--- src/chol3_pkg.sv ---
// ----------------------------------------------------------------------------
// chol3_pkg
// Shared widths, latencies, status codes and pipeline records for the 3x3
// fixed-point Cholesky factor core.
// ----------------------------------------------------------------------------
package chol3_pkg;

	localparam int FRAC      = 24;
	localparam int L_W       = 32;
	localparam int LD_W      = 31;
	localparam int DIAG_W    = 28;
	localparam int X_W       = 2 * DIAG_W;
	localparam int P_W       = X_W - FRAC - 1;
	localparam int SQ_REM_W  = DIAG_W + 2;
	localparam int SQ_STEPS  = DIAG_W;
	localparam int SQ_LAT    = SQ_STEPS + 1;
	localparam int NUM_W     = 64;
	localparam int Q_W       = L_W + 1;
	localparam int DIV_STEPS = Q_W;
	localparam int DIV_LAT   = DIV_STEPS + 3;
	localparam int PIPE_LAT  = 3 * SQ_LAT + 2 * DIV_LAT + 13;
	localparam int DATA_W    = 192;

	typedef enum logic [1:0] {
		ST_OK     = 2'd0,
		ST_NONPOS = 2'd1,
		ST_ROOT0  = 2'd2,
		ST_OVF    = 2'd3
	} status_t;

	typedef struct packed {
		logic [SQ_REM_W-1:0] rem;
		logic [DIAG_W-1:0]   root;
		logic [X_W-1:0]      xs;
	} sq_t;

	typedef struct packed {
		logic [DIAG_W-1:0] rem;
		logic [Q_W-1:0]    nl;
		logic [Q_W-1:0]    q;
		logic [DIAG_W-1:0] d;
		logic              neg;
		logic              ovf;
	} dv_t;

	typedef struct packed {
		logic signed [L_W-1:0]   m10;
		logic signed [L_W-1:0]   m11;
		logic signed [L_W-1:0]   m20;
		logic signed [L_W-1:0]   m21;
		logic signed [L_W-1:0]   m22;
		logic [DIAG_W-1:0]       l00;
		logic [DIAG_W-1:0]       l11;
		logic [DIAG_W-1:0]       l22;
		logic signed [L_W-1:0]   l10;
		logic signed [L_W-1:0]   l20;
		logic signed [L_W-1:0]   l21;
		logic signed [NUM_W-1:0] acc21;
		logic signed [NUM_W-1:0] acc22a;
		status_t                 c00;
		status_t                 c10;
		status_t                 c11;
		status_t                 c20;
		status_t                 c21;
		status_t                 c22;
	} item_t;

endpackage

--- src/chol3_sqrt_cell.sv ---
// ----------------------------------------------------------------------------
// chol3_sqrt_cell
// One digit step of the restoring square root: takes two radicand bits,
// produces one root bit, registered.
// ----------------------------------------------------------------------------
module chol3_sqrt_cell (
	input  logic            clk,
	input  logic            en,
	input  chol3_pkg::sq_t  d_in,
	output chol3_pkg::sq_t  d_out
);

	localparam int RW = chol3_pkg::SQ_REM_W;
	localparam int DW = chol3_pkg::DIAG_W;
	localparam int XW = chol3_pkg::X_W;

	logic [RW+1:0]  part;
	logic [RW+1:0]  trial;
	logic [RW+1:0]  diff;
	logic           ge;
	chol3_pkg::sq_t nxt;

	always_comb begin
		part     = {d_in.rem, d_in.xs[XW-1 -: 2]};
		trial    = {2'b00, d_in.root, 2'b01};
		diff     = part - trial;
		ge       = (part >= trial);
		nxt.rem  = ge ? diff[RW-1:0] : part[RW-1:0];
		nxt.root = {d_in.root[DW-2:0], ge};
		nxt.xs   = {d_in.xs[XW-3:0], 2'b00};
	end

	always_ff @(posedge clk) begin
		if (en) begin
			d_out <= nxt;
		end
	end

endmodule

--- src/chol3_sqrt_unit.sv ---
// ----------------------------------------------------------------------------
// chol3_sqrt_unit
// Rounded square root of an unsigned Q7.24 pivot: a chain of digit cells
// followed by a round-to-nearest stage.
// ----------------------------------------------------------------------------
module chol3_sqrt_unit (
	input  logic                           clk,
	input  logic                           en,
	input  logic [chol3_pkg::P_W-1:0]      p,
	output logic [chol3_pkg::DIAG_W-1:0]   root
);

	localparam int N  = chol3_pkg::SQ_STEPS;
	localparam int DW = chol3_pkg::DIAG_W;
	localparam int RW = chol3_pkg::SQ_REM_W;

	chol3_pkg::sq_t    link [N+1];
	chol3_pkg::sq_t    fin;
	logic              up;
	logic [DW-1:0]     root_q;

	always_comb begin
		link[0].rem  = '0;
		link[0].root = '0;
		link[0].xs   = {1'b0, p, {chol3_pkg::FRAC{1'b0}}};
	end

	for (genvar k = 0; k < N; k++) begin : g_cell
		chol3_sqrt_cell u_cell (
			.clk   (clk),
			.en    (en),
			.d_in  (link[k]),
			.d_out (link[k+1])
		);
	end

	// remainder above the floor root rounds up
	always_comb begin
		fin = link[N];
		up  = (fin.rem > RW'(fin.root));
	end

	always_ff @(posedge clk) begin
		if (en) begin
			root_q <= fin.root + DW'(up);
		end
	end

	assign root = root_q;

endmodule

--- config.mk ---
export PLATFORM = sky130hd
export DESIGN_NAME = chol3_sqrt_unit
export DESIGN_NICKNAME = d
export VERILOG_FILES = /design/src/chol3_pkg.sv /design/src/chol3_sqrt_cell.sv /design/src/chol3_sqrt_unit.sv
export SDC_FILE = /design/constraint.sdc
export NUM_CORES = 2
export LEC_CHECK = 0
export BUFFER_PORTS_ARGS = -buffer_cell sky130_fd_sc_hd__buf_2
export CORE_MARGIN = 2
export CORE_UTILIZATION = 35
export DETAILED_ROUTE_END_ITERATION = 8
export PLACE_DENSITY = 0.59
export SLEW_MARGIN = 20
export SYNTH_ARGS = -nofsm -noshare
export SYNTH_HDL_FRONTEND = slang
export SYNTH_SLANG_ARGS = --single-unit
--- constraint.sdc ---
create_clock -name clk -period 5.17 [get_ports clk]
set_input_delay 1.551 -clock clk [delete_from_list [all_inputs] [get_ports clk]]
set_output_delay 1.551 -clock clk [all_outputs]
set_load 0.02 [all_outputs]
==> impl_metrics.toml <==
[outcome]
status = "finished clean"

[setup_path]
crit_required_ps = 5710
cp_cell_sequence = "ha_1 -> fa_1 -> a211oi_1 -> nor2_1 -> o21ai_0 -> o31ai_1 -> a221o_1 -> a31oi_1 -> and3_1 -> inv_1 -> mux2_2"
reg2reg_setup_slack_ps = 870
arrival_ps = 4840
crit_path_start_kind = "flip-flop"
reg2reg_to = "g_cell[25].u_cell.d_out[86]"
r2r.worst_path.cells = 11
critical-path-slowest-cell = "and3_1"
end_kind = "flip-flop"
cp_max_fo = 15
rr_startpoint = "g_cell[24].u_cell.d_out[84]"
critPathKind = "flip-flop to flip-flop"
crit_family = "compound AO/OA/AOI/OAI gates"
cp_num_buf_inv = 1
slowest_delay_ps = 590

[sta]
clock_skew_ps = 67.5
final.period_utilization_pct = 83.2
hold_violations = 0
setup_viol = 0
max-slew-margin-rel_pct = 28.3
rsz0062_at_grt = "no"
final.min_clock_period_ps = 4300
finalWorstSetupSlack_ps = 868
tightest_slew_ps = 1080
fmax_mhz = 232
fin_tns_setup_ps = 0
slew_violations = 0

[drt]
routed_wl_um = 149000
drtAntennaViolNets = 0
routed_via_density = 4.99
drt_iter0_markers = 3290
dr.pass1.iters = 5
wl_per_cell_um = 15.6
drcViolationCount = 0
dr_total_vias = 47700

[cells_and_area]
finish.utilization_pct = 39.7
area_growth_pct = 12.7
mostFrequentLayoutCell = "edfxtp_1"
num-nets-final = 7077
final_cell_mix = "edfxtp_1 (1454), inv_1 (554), nand2_1 (541)"
drive_gt1_share_pct = 7.29

[cts]
post_cts.repair.setup_buffers = 0
cts_buffers = 162
cts_tree = "built"
h-tree-depth = 4
cts_sinks = 1454
clockRootBuffer = "clkbuf_16"
path_clk_slew_ps = 60
cts_resized = 0
clk_latency_ps = 780
hold_buffers = 0
cts_buffer_depth = 3

[floorplan]
core_mm2 = 0.214
num_rows = 170
die_h_um = 468
start_util_pct = 35.2
io_pins = 61
die_area_mm2 = 0.219
dieWidth_um = 468

[power]
ir_drop_v = 0.000356
p_leak_nw = 32.6
p_int_mw = 25.4
p_comb_share_pct = 21.7
swShare_pct = 28.7
power_density_mw_per_mm2 = 420
p_seq_share_pct = 45.8
pwr-share-clk_pct = 32.5
power_switching_mw = 10.2

[synthesis]
synth_edf_count = 1454
syn_nets = 6892
synth_cell_types = 93
yosys_warnings = 0
synthFlopType = "edfxtp_1"
postSynth.asyncResetShare_pct = 0
ys_ff_latch = 1454
syn-cell-area_mm2 = 0.0753
avgSynthCellArea_um2 = 11.8
ys_seq_area_share_pct = 58.0
syn_inst = 6405

[worst_hold_path]
min_path_type = "flip-flop to flip-flop"
min_to = "g_cell[4].u_cell.d_out[43]"
whs_path_depth = 0
worstHoldStart = "g_cell[3].u_cell.d_out[41]"

[placed_design]
place_ws_ps = 816
numPortBuffers = 60
gp_congestion = 0.865
post-dp-hpwl_um = 108000

[global_route]
grt_pass1_vias = 47100
antenna_found_initial = 1
grt_max_degree = 180
grt_pass1_wl_um = 243000
grt_usage_pct = 13.5
grt_overflow = 0

[job]
cap_violations = 0
worst max-delay path by stage:
stage | from | endpoint | slack, ps | depth (start not counted)
after floorplan | g_cell[25].u_cell.d_out[84] | g_cell[26].u_cell.d_out[110] | 1480 | 11
final | g_cell[24].u_cell.d_out[84] | g_cell[25].u_cell.d_out[86] | 870 | 11
after CTS | g_cell[24].u_cell.d_out[84] | g_cell[25].u_cell.d_out[86] | 850 | 11
after global placement | g_cell[24].u_cell.d_out[84] | g_cell[25].u_cell.d_out[86] | 820 | 11
after global routing | g_cell[24].u_cell.d_out[84] | g_cell[25].u_cell.d_out[113] | 570 | 12
after detailed placement | g_cell[24].u_cell.d_out[84] | g_cell[25].u_cell.d_out[86] | 820 | 11
stage by stage:
step	cells	hold slack, ps	area (µm²)	power (mW)
floorplan	6405	400	75300	22.0
global placement	9263	401	79500	24.1
detailed placement	9264	405	79500	24.3
CTS	9558	400	84900	36.1
global route	9559	411	84900	37.7
finish	9559	402	84900	35.7
synth_stat cells, drive strengths merged, types with 8 or more instances:
master,number,area share (%)
and3,44,0.37
inv,557,2.8
and4,8,0.093
a2111oi,17,0.21
a41oi,8,0.093
nand2b,87,0.72
o41ai,11,0.13
a21oi,365,2.4
o21ai,426,2.8
a211oi,47,0.47
or3,85,0.71
nand4,43,0.36
or2,44,0.37
nor3b,11,0.12
nand2,542,2.7
or4,41,0.43
and2,22,0.18
clkbuf,88,0.44
nor4b,8,0.093
nor2,363,1.8
nand3b,17,0.17
ha,442,7.3
o22ai,11,0.091
xor2,351,4.1
o21bai,41,0.41
mux2,51,0.76
nor2b,58,0.48
fa,12,0.32
a211o,17,0.20
xnor2,296,3.4
nor3,199,1.3
a21boi,9,0.090
nand3,86,0.57
mux2i,9,0.12
o211ai,22,0.22
a21o,153,1.5
o31ai,46,0.46
edfxtp,1454,58
o21a,66,0.66
buf,12,0.075
a31oi,33,0.27
nor4,99,0.83
metal layers:
metal	part of all wire (%)	GRT usage [%]
met1	44	16.9
met2	49	23.6
met3	3.6	2.01
met4	2.8	4.42
met5	0	0
sequential cells by signal, indices dropped and copies added, names as in the netlist:
signal,flops
g_cell.u_cell.d_out,1426
root,28
cell type report:
cell class	count	area, µm²
Antenna cell	1	2.50
Clock buffer	190	4220
Clock inverter	104	1210
Fill cell	20100	129000
Inverter	560	2100
Multi-Input combinational cell	4291	29300
Sequential cell	1454	43700
Tap cell	2838	3550
Timing Repair Buffer	121	918
logic make-up after synthesis:
kind of cell / count (synthesis) / share of synthesized area (%)
AO/OA/AOI/OAI: 1352 / 11.1
adder cells (fa/ha/maj): 454 / 7.66
AND/OR/NAND/NOR: 1777 / 11.6
flip-flops: 1454 / 58.0
other: 1 / 0.00498
multiplexers: 60 / 0.882
buffers and inverters: 660 / 3.31
XOR/XNOR: 647 / 7.52
power by group through the flow:
stage | registers, mW | logic, mW | clock network (mW)
floorplan | 16.1 | 5.91 | 0
global placement | 16.6 | 7.50 | 0
detailed placement | 16.6 | 7.68 | 0
CTS | 16.3 | 7.73 | 12.0
global route | 16.5 | 8.75 | 12.4
finish | 16.3 | 7.74 | 11.6
No activity file was read; power rests on OpenSTA's default activity.
